File: config.mk
export PLATFORM = sky130hd
export DESIGN_NAME = reverse_guard_command_limiter_core
export DESIGN_NICKNAME = d
export VERILOG_FILES = /design/src/rtl/core/rgcl_pkg.sv /design/src/rtl/core/reverse_guard_command_limiter_core.sv /design/src/rtl/core/rgcl_steer.sv /design/src/rtl/core/rgcl_guard.sv
export SDC_FILE = /design/constraint.sdc
export NUM_CORES = 2
export LEC_CHECK = 0
export BUFFER_PORTS_ARGS = -buffer_cell sky130_fd_sc_hd__buf_4
export CAP_MARGIN = 30
export CORE_MARGIN = 2
export CORE_UTILIZATION = 66
export DETAILED_ROUTE_END_ITERATION = 8
export GPL_TIMING_DRIVEN = 0
export MAX_ROUTING_LAYER = met4
export PLACE_DENSITY = 0.84
export SLEW_MARGIN = 20
export SYNTH_ARGS = -nofsm -noshare
export SYNTH_HDL_FRONTEND = slang
export SYNTH_HIERARCHICAL = 1
export SYNTH_SLANG_ARGS = --single-unit
File: constraint.sdc
create_clock -name clk -period 11.2 [get_ports clk]
set_input_delay 1.12 -clock clk [delete_from_list [all_inputs] [get_ports clk]]
set_output_delay 1.12 -clock clk [all_outputs]
set_load 0.01 [all_outputs]
File: src/rtl/core/rgcl_pkg.sv
// shared types, register codes and constants of the reverse guard command limiter
`default_nettype none

package rgcl_pkg;

    // register indexes of the configuration port
    localparam int unsigned CFG_INDEX_W = 3;
    localparam logic [CFG_INDEX_W-1:0] REG_MAX_VELOCITY    = 3'd0;
    localparam logic [CFG_INDEX_W-1:0] REG_MAX_STEER_ANGLE = 3'd1;
    localparam logic [CFG_INDEX_W-1:0] REG_STEER_RATIO     = 3'd2;
    localparam logic [CFG_INDEX_W-1:0] REG_STOP_HOLD_TICKS = 3'd3;

    localparam int unsigned CFG_DATA_W = 16;

    // steering conversion: angle = (ratio * rate * STEER_SCALE) >>> STEER_SHIFT
    localparam int unsigned STEER_SCALE   = 5730;
    localparam int unsigned STEER_SHIFT   = 20;
    localparam int unsigned SCALE_W       = 29;    // 65535 * 5730 fits in 29 bits
    localparam int unsigned PRODUCT_W     = SCALE_W + 1 + 16;

    // reverse detection
    localparam logic [1:0] REVERSE_CONFIRM = 2'd2;
    localparam logic [1:0] REVERSE_MAX     = 2'd3;

    // reset values of the registers
    localparam logic [14:0] MAX_VELOCITY_RST    = 15'd5000;
    localparam logic [14:0] MAX_STEER_ANGLE_RST = 15'd3000;
    localparam logic [15:0] STEER_RATIO_RST     = 16'd5120;
    localparam logic [7:0]  STOP_HOLD_TICKS_RST = 8'd20;

    typedef struct packed {
        logic [14:0]        max_velocity;
        logic [14:0]        max_steer_angle;
        logic [SCALE_W-1:0] steer_scale;      // steer ratio premultiplied by STEER_SCALE
        logic [7:0]         stop_hold_ticks;
    } cfg_t;

    typedef struct packed {
        logic hold;      // transaction is forced to zero by the stop hold
    } guard_status_t;

    function automatic logic [SCALE_W-1:0] scale_ratio(input logic [15:0] ratio);
        logic [SCALE_W-1:0] scale_k;
        scale_k = SCALE_W'(STEER_SCALE);
        return SCALE_W'({13'd0, ratio} * scale_k);
    endfunction

endpackage

`default_nettype wire

File: src/rtl/core/reverse_guard_command_limiter_core.sv
// top level of the reverse guard command limiter
`default_nettype none

// Conditions a stream of motion commands, one result transaction per input
// transaction. Velocity is capped above at max_velocity (never limited below);
// the yaw rate becomes a steering angle in centidegrees,
// (steer_ratio * angular_rate * 5730) >>> 20, clamped to +/- max_steer_angle.
// Two consecutive negative velocities start a stop hold that forces zero
// outputs (hold_active high) for stop_hold_ticks transactions; the next one
// releases the hold and passes normally. The block is a two-register pipeline:
// an input register and a result register with one 30x16 multiply, the clamps
// and the hold counters between them. It takes one transaction per cycle
// while the result register is not stalled by out_ready. While a result
// waits, the input register still takes one transaction, then in_ready
// stays low until the result is taken. Registers are written through
// cfg_we / cfg_index / cfg_wdata only while the block is idle, a rule for
// the user that the block itself does not enforce; the steer ratio is
// stored premultiplied by 5730, computed at write time.
module reverse_guard_command_limiter_core
    import rgcl_pkg::*;
(
    input  wire logic                   clk,
    input  wire logic                   rst_n,
    // configuration write port
    input  wire logic                   cfg_we,
    input  wire logic [CFG_INDEX_W-1:0] cfg_index,
    input  wire logic [CFG_DATA_W-1:0]  cfg_wdata,
    // command input
    input  wire logic                   in_valid,
    output logic                        in_ready,
    input  wire logic signed [15:0]     linear_velocity,
    input  wire logic signed [15:0]     angular_rate,
    // conditioned output
    output logic                        out_valid,
    input  wire logic                   out_ready,
    output logic signed [15:0]          velocity_out,
    output logic signed [15:0]          steering_out,
    output logic                        hold_active
);

    cfg_t cfg_reg;

    // input register
    logic               s1_valid_reg;
    logic signed [15:0] s1_vel_reg;
    logic signed [15:0] s1_rate_reg;

    // result register
    logic               out_valid_reg;
    logic signed [15:0] velocity_out_reg;
    logic signed [15:0] steering_out_reg;
    logic               hold_active_reg;

    logic signed [15:0] velocity_out_next;
    logic signed [15:0] steering_out_next;
    logic signed [15:0] vel_capped;
    logic signed [15:0] steer_angle;
    logic               s2_load;
    guard_status_t      guard_status;

    // the result register takes a transaction when empty or being drained
    assign s2_load  = s1_valid_reg && (!out_valid_reg || out_ready);
    assign in_ready = !s1_valid_reg || s2_load;

    // configuration registers
    always_ff @(posedge clk or negedge rst_n)
    begin
        if (!rst_n)
        begin
            cfg_reg.max_velocity    <= MAX_VELOCITY_RST;
            cfg_reg.max_steer_angle <= MAX_STEER_ANGLE_RST;
            cfg_reg.steer_scale     <= scale_ratio(STEER_RATIO_RST);
            cfg_reg.stop_hold_ticks <= STOP_HOLD_TICKS_RST;
        end
        else if (cfg_we)
        begin
            case (cfg_index)
                REG_MAX_VELOCITY:    cfg_reg.max_velocity    <= cfg_wdata[14:0];
                REG_MAX_STEER_ANGLE: cfg_reg.max_steer_angle <= cfg_wdata[14:0];
                REG_STEER_RATIO:     cfg_reg.steer_scale     <= scale_ratio(cfg_wdata);
                REG_STOP_HOLD_TICKS: cfg_reg.stop_hold_ticks <= cfg_wdata[7:0];
                default:             cfg_reg                 <= cfg_reg;
            endcase
        end
    end

    // pipeline control
    always_ff @(posedge clk or negedge rst_n)
    begin
        if (!rst_n)
        begin
            s1_valid_reg  <= 1'b0;
            out_valid_reg <= 1'b0;
        end
        else
        begin
            if (in_ready)
            begin
                s1_valid_reg <= in_valid;
            end
            if (!out_valid_reg || out_ready)
            begin
                out_valid_reg <= s1_valid_reg;
            end
        end
    end

    // payload registers, no reset needed
    always_ff @(posedge clk)
    begin
        if (in_valid && in_ready)
        begin
            s1_vel_reg  <= linear_velocity;
            s1_rate_reg <= angular_rate;
        end
        if (s2_load)
        begin
            velocity_out_reg <= velocity_out_next;
            steering_out_reg <= steering_out_next;
            hold_active_reg  <= guard_status.hold;
        end
    end

    // velocity cap from above only; the cap never changes the sign
    always_comb
    begin
        if (s1_vel_reg > $signed({1'b0, cfg_reg.max_velocity}))
        begin
            vel_capped = $signed({1'b0, cfg_reg.max_velocity});
        end
        else
        begin
            vel_capped = s1_vel_reg;
        end
    end

    rgcl_steer u_steer (
        .angular_rate    (s1_rate_reg),
        .steer_scale     (cfg_reg.steer_scale),
        .max_steer_angle (cfg_reg.max_steer_angle),
        .steering        (steer_angle)
    );

    // hold state advances once per transaction moved into the result register
    rgcl_guard u_guard (
        .clk             (clk),
        .rst_n           (rst_n),
        .advance         (s2_load),
        .vel_neg         (s1_vel_reg[15]),
        .stop_hold_ticks (cfg_reg.stop_hold_ticks),
        .status          (guard_status)
    );

    // held transactions are forced to zero
    always_comb
    begin
        if (guard_status.hold)
        begin
            velocity_out_next = 16'sd0;
            steering_out_next = 16'sd0;
        end
        else
        begin
            velocity_out_next = vel_capped;
            steering_out_next = steer_angle;
        end
    end

    assign out_valid    = out_valid_reg;
    assign velocity_out = velocity_out_reg;
    assign steering_out = steering_out_reg;
    assign hold_active  = hold_active_reg;

    a_held_is_zero: assert property (@(posedge clk) disable iff (!rst_n)
        out_valid && hold_active |-> velocity_out == 16'sd0 && steering_out == 16'sd0)
        else $error("held transaction carries nonzero command");

    a_result_follows_input: assert property (@(posedge clk) disable iff (!rst_n)
        s2_load |=> out_valid_reg)
        else $error("loaded result not presented");

    a_no_overwrite: assert property (@(posedge clk) disable iff (!rst_n)
        out_valid_reg && !out_ready |-> !s2_load)
        else $error("pending result overwritten");

endmodule

`default_nettype wire

File: src/rtl/core/rgcl_steer.sv
// yaw rate to steering angle conversion with symmetric clamp
`default_nettype none

module rgcl_steer
    import rgcl_pkg::*;
(
    input  wire logic signed [15:0]        angular_rate,
    input  wire logic        [SCALE_W-1:0] steer_scale,
    input  wire logic        [14:0]        max_steer_angle,
    output logic signed      [15:0]        steering
);

    logic signed [PRODUCT_W-1:0] product;
    logic signed [PRODUCT_W-1:0] shifted;
    logic signed [PRODUCT_W-1:0] lim_pos;
    logic signed [PRODUCT_W-1:0] lim_neg;

    always_comb
    begin
        // one 30x16 signed multiply
        product = PRODUCT_W'($signed({1'b0, steer_scale}) * angular_rate);
        // arithmetic shift is a floor
        shifted = product >>> STEER_SHIFT;
        lim_pos = $signed({{(PRODUCT_W-15){1'b0}}, max_steer_angle});
        lim_neg = -lim_pos;
        if (shifted > lim_pos)
        begin
            steering = lim_pos[15:0];
        end
        else if (shifted < lim_neg)
        begin
            steering = lim_neg[15:0];
        end
        else
        begin
            steering = shifted[15:0];
        end
    end

endmodule

`default_nettype wire

File: src/rtl/core/rgcl_guard.sv
// reverse detection and stop hold counters
`default_nettype none

module rgcl_guard
    import rgcl_pkg::*;
(
    input  wire logic          clk,
    input  wire logic          rst_n,
    input  wire logic          advance,
    input  wire logic          vel_neg,
    input  wire logic [7:0]    stop_hold_ticks,
    output guard_status_t      status
);

    logic [1:0] reverse_count_reg;
    logic [1:0] reverse_count_next;
    logic [7:0] hold_count_reg;
    logic [7:0] hold_count_next;
    logic       holding_reg;
    logic       holding_next;
    logic [1:0] reverse_bumped;
    logic       holding_set;

    always_comb
    begin
        if (!vel_neg)
        begin
            reverse_bumped = 2'd0;
        end
        else if (reverse_count_reg == REVERSE_MAX)
        begin
            reverse_bumped = REVERSE_MAX;
        end
        else
        begin
            reverse_bumped = reverse_count_reg + 2'd1;
        end
        holding_set = holding_reg || (reverse_bumped >= REVERSE_CONFIRM);

        status.hold        = 1'b0;
        reverse_count_next = reverse_bumped;
        hold_count_next    = hold_count_reg;
        holding_next       = holding_set;
        if (holding_set && (hold_count_reg < stop_hold_ticks))
        begin
            status.hold     = 1'b1;
            hold_count_next = hold_count_reg + 8'd1;
        end
        else if (hold_count_reg >= stop_hold_ticks)
        begin
            // release: that item passes normally
            holding_next       = 1'b0;
            hold_count_next    = 8'd0;
            reverse_count_next = REVERSE_CONFIRM;
        end
    end

    always_ff @(posedge clk or negedge rst_n)
    begin
        if (!rst_n)
        begin
            reverse_count_reg <= 2'd0;
            hold_count_reg    <= 8'd0;
            holding_reg       <= 1'b0;
        end
        else if (advance)
        begin
            reverse_count_reg <= reverse_count_next;
            hold_count_reg    <= hold_count_next;
            holding_reg       <= holding_next;
        end
    end

    a_hold_count_steps: assert property (@(posedge clk) disable iff (!rst_n)
        advance && status.hold |=> hold_count_reg == $past(hold_count_reg) + 8'd1)
        else $error("hold counter did not step on a held transaction");

    a_release_presets: assert property (@(posedge clk) disable iff (!rst_n)
        advance && !status.hold && (hold_count_reg >= stop_hold_ticks)
        |=> hold_count_reg == 8'd0 && reverse_count_reg == REVERSE_CONFIRM && !holding_reg)
        else $error("release did not clear the hold");

    a_idle_count_zero: assert property (@(posedge clk) disable iff (!rst_n)
        !holding_reg |-> hold_count_reg == 8'd0)
        else $error("hold counter nonzero outside a hold");

    a_hold_needs_holding: assert property (@(posedge clk) disable iff (!rst_n)
        status.hold |-> holding_next && (hold_count_reg < stop_hold_ticks))
        else $error("hold flagged without a hold in force");

endmodule

`default_nettype wire
Word level (Yosys, flattened, before mapping) --
Index checks and enable logic that the tools add are counted.
Storage, ports and cells: register bits 144, latch bits 0, RAM bits 0, memory bits (read-only) 0, input bits 56, output and inout bits 35, word-level logic and storage cells 60, memories 0
Cells by class: add/subtract/negate cells 3, $mul 2, div/mod/pow operators 0, order comparisons 6, equal/unequal tests 4, shift-type cells 0, multiplexer cells 12, bitwise gates (word level) 0, reduce and logical (&&, ||, !) cells 17
Operators with widths (number):
- 26-bit by 46-bit < comparator with 1-bit output | 1
- 15-bit negation with 46-bit output | 1
- 29-bit by 16-bit multiplier with 45-bit output | 1
- 15-bit 2-to-1 mux | 2
- 16-bit by 12-bit multiplier with 28-bit output (second input constant) | 1
- 26-bit by 16-bit > comparator with 1-bit output | 1
- 16-bit > comparator | 1
- 16-bit 2-to-1 mux | 1
- 8-bit 2-to-1 mux | 2
- 2-bit AND reduction | 5
- 8-bit by 1-bit adder with 8-bit output (second input constant) | 1
- 8-bit greater-or-equal comparator | 1
- 8-bit < comparator | 1
- 2-bit 2-to-1 mux | 4
- 3-bit by 2-bit == test with 1-bit output (second input constant) | 2
- 2-bit OR reduction | 2
- 3-bit by 1-bit == test with 1-bit output (second input constant) | 1
- 1-bit logical AND | 3
- 3-bit zero test | 1
- 1-bit logical OR | 3
- 1-bit 2-to-1 mux | 3
- 2-bit by 1-bit adder with 2-bit output (second input constant) | 1
- 2-bit == test (second input constant) | 1
- 2-bit greater-or-equal comparator (second input constant) | 1
- other kinds (2) | 3

Depth between registers and ports, before layout --
depth in word-level cells 8, mapped depth 39, gate-level depth less buffers 35

Hierarchy --
The synthesis kept the hierarchy.
Modules (own cells, without submodules):
- rgcl_steer | instances 1, cells an instance 2108, area an instance 17431.7 µm², sequential area each 0.0 µm²
- reverse_guard_command_limiter_core | instances 1, cells an instance 769, area an instance 8692.1 µm², sequential area each 3684.8 µm²
- rgcl_guard | instances 1, cells an instance 91, area an instance 810.8 µm², sequential area each 275.3 µm²

Least setup slack after synthesis --
OpenSTA, ideal clock, no wires.
kind reg2reg, start point register s1_rate_reg[9], end point register steering_out_reg[8], in the netlist steering_out[8] (data pin), setup time 0.266 ns, data arrival time 8.537 ns, required time 10.934 ns, slack 2.396 ns, cell stages (with the launch flop) 36, buffers on the path 5, clock period less this slack 8.804 ns, cells stage by stage edfxtp_1 -> clkbuf_1 -> clkbuf_1 -> nand2_1 -> fa_1 -> inv_1 -> fa_1 -> fa_1 -> fa_1 -> fa_1 -> inv_1 -> fa_1 -> inv_1 -> ha_1 -> clkbuf_1 -> nand4_1 -> nor4_1 -> a41oi_1 -> o21ai_0 -> a21oi_1 -> o21ai_0 -> xor2_1 -> ha_1 -> a21o_1 -> a211oi_1 -> nor2_1 -> a2111oi_0 -> o31a_1 -> a211o_1 -> and4_1 -> nand4bb_1 -> o41ai_1 -> clkbuf_1 -> buf_2 -> a22oi_1 -> nor2b_1
Between the ends: longest elaborated chain between the ends 4, elaborated cells between the ends (all ways) 5, classes of those cells 1 x mul; 2 x order compare; 2 x mux
Ends and longest elaborated chain:
- start, declared | RTL line reverse_guard_command_limiter_core.sv:46 | logic signed [15:0] s1_rate_reg;
- start signal, assigned | RTL line reverse_guard_command_limiter_core.sv:114 | s1_rate_reg <= angular_rate;
- 29-bit by 16-bit multiplier with 45-bit output (*) | RTL line rgcl_steer.sv:21 | product = PRODUCT_W'($signed({1'b0, steer_scale}) * angular_rate);
- 26-bit by 46-bit < comparator with 1-bit output | RTL line rgcl_steer.sv:30 | else if (shifted < lim_neg)
- 16-bit 2-to-1 mux | RTL line rgcl_steer.sv:30
- 15-bit 2-to-1 mux (*) | RTL line rgcl_steer.sv:26 | if (shifted > lim_pos)
- via steer_angle[8] | RTL line reverse_guard_command_limiter_core.sv:57 | logic signed [15:0] steer_angle;
- end signal, assigned | RTL line reverse_guard_command_limiter_core.sv:119 | steering_out_reg <= steering_out_next;
- end, declared | RTL line reverse_guard_command_limiter_core.sv:51 | logic signed [15:0] steering_out_reg;
The timed path passes the listed nets; every way through them passes the cells marked *. A chain may end at the register's enable or synchronous reset.

Final worst setup path --
start point register, netlist name cfg_reg[13], end point register steering_out_reg[1], in the netlist steering_out[1] (data pin)
Between the ends: longest elaborated chain between the ends 4, elaborated cells between the ends (all ways) 5, classes of those cells 1 x mul; 2 x order compare; 2 x mux
Ends and longest elaborated chain (RTL line):
- 29-bit by 16-bit multiplier with 45-bit output (*) | rgcl_steer.sv:21
- 26-bit by 46-bit < comparator with 1-bit output | rgcl_steer.sv:30
- 16-bit 2-to-1 mux | rgcl_steer.sv:30
- 15-bit 2-to-1 mux (*) | rgcl_steer.sv:26
- via steer_angle[1] | reverse_guard_command_limiter_core.sv:57
Marked as above.

==> results by stage <==
Route:
- The per-cell routed wire length is 21.0 um.
- The detail route stage leaves a number of antenna-violating nets equal to 0.
- The pre-antenna-repair detailed-routing pass consisted of 6 iterations.
- For this run, design rule violations remaining after detail routing come to 0.
- Summing over every cut layer, the via total after detailed routing is 21300.
- The violation count after the first detailed-route iteration is 1847.
- The post-detailed-routing wire length is 76.3 mm.
- Using the TritonRoute via totals, the vias-per-cell ratio works out to 5.87.

Cells and area:
- The number of fill cells in the layout is 3113.
- Across the whole layout, storage elements account for 3960 um^2.
- The flip-flop count of the largest register after layout is 66.
- The multi-input combinational cells in the finished layout cover a total of 20100 um^2.
- Cells with a size suffix above 1 make up 7.76% of the layout.
- The area growth from synthesis to layout is 7.54%.
- The net count reported at finish is 3882.

Synthesis:
- The count of flip-flops with a built-in enable after synthesis is 65.
- The leading area contributor after synthesis is sky130_fd_sc_hd__fa_1.
- Counting flops with an async set or reset pin after synthesis yields a share of 54.9%.
- The portion of synthesized area spent on multiplexers is 2.48%.
- The commonest register cell after synthesis is sky130_fd_sc_hd__edfxtp_1.
- The area fraction in compound gates after synthesis is 8.39%.
- The netlist area before placement is 26900 um^2.
- The synthesized area per cell is 9.07 um^2.
- Counting instances in the post-synthesis netlist gives the leading cell types as 650 x sky130_fd_sc_hd__inv_1, 422 x sky130_fd_sc_hd__fa_1, 366 x sky130_fd_sc_hd__nand2_1.
- By area the synthesized netlist is led by sky130_fd_sc_hd__fa_1 31%, sky130_fd_sc_hd__ha_1 15%, sky130_fd_sc_hd__inv_1 9.1%.
- The synthesized design devotes to its leading area cell type 31.4% of total area.
- Sequential elements use 14.7% of the synthesized area.
- The yosys synthesis warning count is 6.
- Synthesis produced a netlist whose cell count is 2968.
- The synthesized-area fraction occupied by xor and xnor cells is 1.39%.
- By area, the combinational part of the netlist is dominated by adder cells.
- Synthesis instantiated 88 different standard cells from the library.
- In this run, synthesis produced a sequential element count of 144.
- The synthesized netlist devotes 15.8% of its cell area to simple gates.
- The most common cell in the synthesized netlist is sky130_fd_sc_hd__inv_1.
- The area share of fa/ha/maj cells after synthesis is 46.4%.

Worst setup path:
- The capturing element type of the critical path is a register.
- The biggest cell delay along the critical path is 0.68 ns.
- The most numerous cell type found on the critical path is sky130_fd_sc_hd__fa_1.
- STA classifies the critical path startpoint as a register.
- In this run the critical register-to-register path is launched from cfg_reg[13].
- The data arrival time of the critical path is 10.95 ns.
- The count of buffer and inverter cells on the critical path is 6.
- Of all nets on the critical path, the largest fanout is 10.
- The slowest library cell on the worst path is sky130_fd_sc_hd__dfrtp_1.
- The category of cells accounting for the largest share of critical-path delay is adder cells.
- The critical path is of the register to register type.
- The launch point of the worst path is cfg_reg[13].
- STA puts the critical path data required time at 11.53 ns.

Floorplan:
- The area enclosed by the die boundary is 42400 um^2.
- Once the floorplan was initialized, standard cells occupied 66.4% of the core.
- The number of placed I/O pins is 91.
- The floorplan die height is 206 um.
- The core area is 40600 um^2.
- The floorplan step set the die width to 206 um.
- The initialized floorplan defines 74 standard-cell rows.

Timing:
- Setup violations remaining at the end of the flow were counted as 0.
- Counting I/O delays and the setup requirement, the final critical path takes 10.62 ns.
- In this run the tightest slew margin relative to its limit is 36.2%.
- The top achievable clock speed is 94.2 MHz.
- The final count of hold timing violations is 0.
- The final max-slew violation count was 0.
- In the final timing run, aggregate negative setup slack is 0 ns.
- Setup repair after global routing left no endpoint under its margin.
- For the final database, setup skew stands at 0.0280 ns.
- The slew at the pin closest to its max-slew limit is 0.957 ns.
- Of the available clock period, the critical path in the final layout requires 94.8%.

CTS:
- The total of hold buffers inserted after clock tree synthesis is 0.
- The clock insertion delay at the later pin of the skew report is 0.50 ns.
- The TritonCTS clock tree is built.
- The number of clock buffers inserted by TritonCTS is 17.
- The number of levels in the clock H-tree is 4.
- The clock transition time at the flip-flop clock pins of the worst setup and hold paths is 0.07 ns.
- CTS placed an instance of sky130_fd_sc_hd__clkbuf_16 at the clock tree root.
- The deepest clock path buffer count is 2.
- The sink count of the clock tree is 144.

Global route:
- The global-route total usage across every layer is 39.2%.
- Entering global routing, the biggest net connects 80 pins.
- The via count of the first global-routing pass is 22500.
- The residual overflow from global routing is 0.
- The initial antenna violation count is 6.
- The global-route wire length before repair is 121 mm.

Min path:
- In this run the most critical hold path is launched from cfg_reg[4].
- The min-delay analysis places its worst path in the category register to register.

Placement:
- In this run the tool buffered the top-level ports with 90 buffer cells.
- At the end of routability-driven placement, the weighted congestion stood at 1.00.
- The HPWL after detailed placement is 61.8 mm.

Job:
- The max-cap check violation count is 0.

Run status:
- The run finished with clean final reports.
[per-layer routing]
| layer | global-route usage [%] | wire, um | vias to the layer above |
|---|---|---|---|
| met3 | 8.10 | 5920 | 247 |
| met1 | 46.1 | 28600 | 10600 |
| met2 | 64.4 | 37700 | 929 |
| met5 | - | 0 | - |
| li1 | - | - | 9559 |
| met4 | 19.3 | 4100 | 0 |
[path summary, 6_finish.rpt]
kind	to	slack [ns]	cells after the start
worst max-delay path	steering_out[1]	0.58	34
max in group asynchronous	cfg_reg[29]	10.04	2
worst min register to register	cfg_reg[4]	0.50	2
worst min-delay path	cfg_reg[4]	0.50	2
min in group asynchronous	cfg_reg[65]	0.51	1
worst max register to register	steering_out[1]	0.58	34
[cell usage in the layout (no fill, tap or decap), types with 31 or more instances in the layout]
cell type	instances
sky130_fd_sc_hd__edfxtp_1	65
sky130_fd_sc_hd__clkbuf_1	79
sky130_fd_sc_hd__nor2_1	106
sky130_fd_sc_hd__inv_1	650
sky130_fd_sc_hd__nand2_1	366
sky130_fd_sc_hd__buf_4	91
sky130_fd_sc_hd__a21oi_1	94
sky130_fd_sc_hd__dfrtp_1	54
sky130_fd_sc_hd__o21ai_0	77
sky130_fd_sc_hd__nand3_1	31
sky130_fd_sc_hd__ha_1	324
sky130_fd_sc_hd__and2_1	203
sky130_fd_sc_hd__fa_1	422
[tightest hold or removal path, stage by stage (launching register included)]
cell,delay (ns)
sky130_fd_sc_hd__dfstp_2,0.37
sky130_fd_sc_hd__nand2_1,0.05
sky130_fd_sc_hd__o21ai_0,0.07
[through the flow]
| stage | cell area (um^2) | hold slack [ns] | util (%) | worst slack [ns] | std cells |
|---|---|---|---|---|---|
| finish | 29000 | 0.502 | 71.4 | 0.585 | 3630 |
| global route | 29000 | 0.516 | 71.4 | 0.123 | 3629 |
| CTS | 28900 | 0.502 | 71.3 | 0.0205 | 3629 |
| detailed placement | 28300 | 0.484 | 69.9 | 0.104 | 3597 |
| global placement | 28300 | 0.466 | 69.8 | 0.268 | 3595 |
| floorplan | 27000 | 0.449 | - | 2.40 | 2973 |
[layout make-up]
class                      count  area share, %
multi-input combinational   2061           69.3
sequential                   144           13.7
inverter                     650           8.42
timing repair buffer          94           2.59
tap                          532           2.30
buffer                       112           1.69
clock buffer                  19           1.57
clock inverter                13          0.410
antenna                        5         0.0432
[repair_timing]
item,CTS,global route
resized for setup,0,54
setup buffers,0,1
endpoints found under the setup margin,0,16
[logic make-up after synthesis]
logic type	Yosys count
AOI/OAI and AO/OA	344
xor gates and xnor gates	42
adders and majority gates	746
buffers and inverters	768
DFF	144
muxes	60
other	1
and+or+nand+nor	863
Power is not shown: default switching activity piles up to over one toggle a cycle in this logic, so the estimate is an artifact.
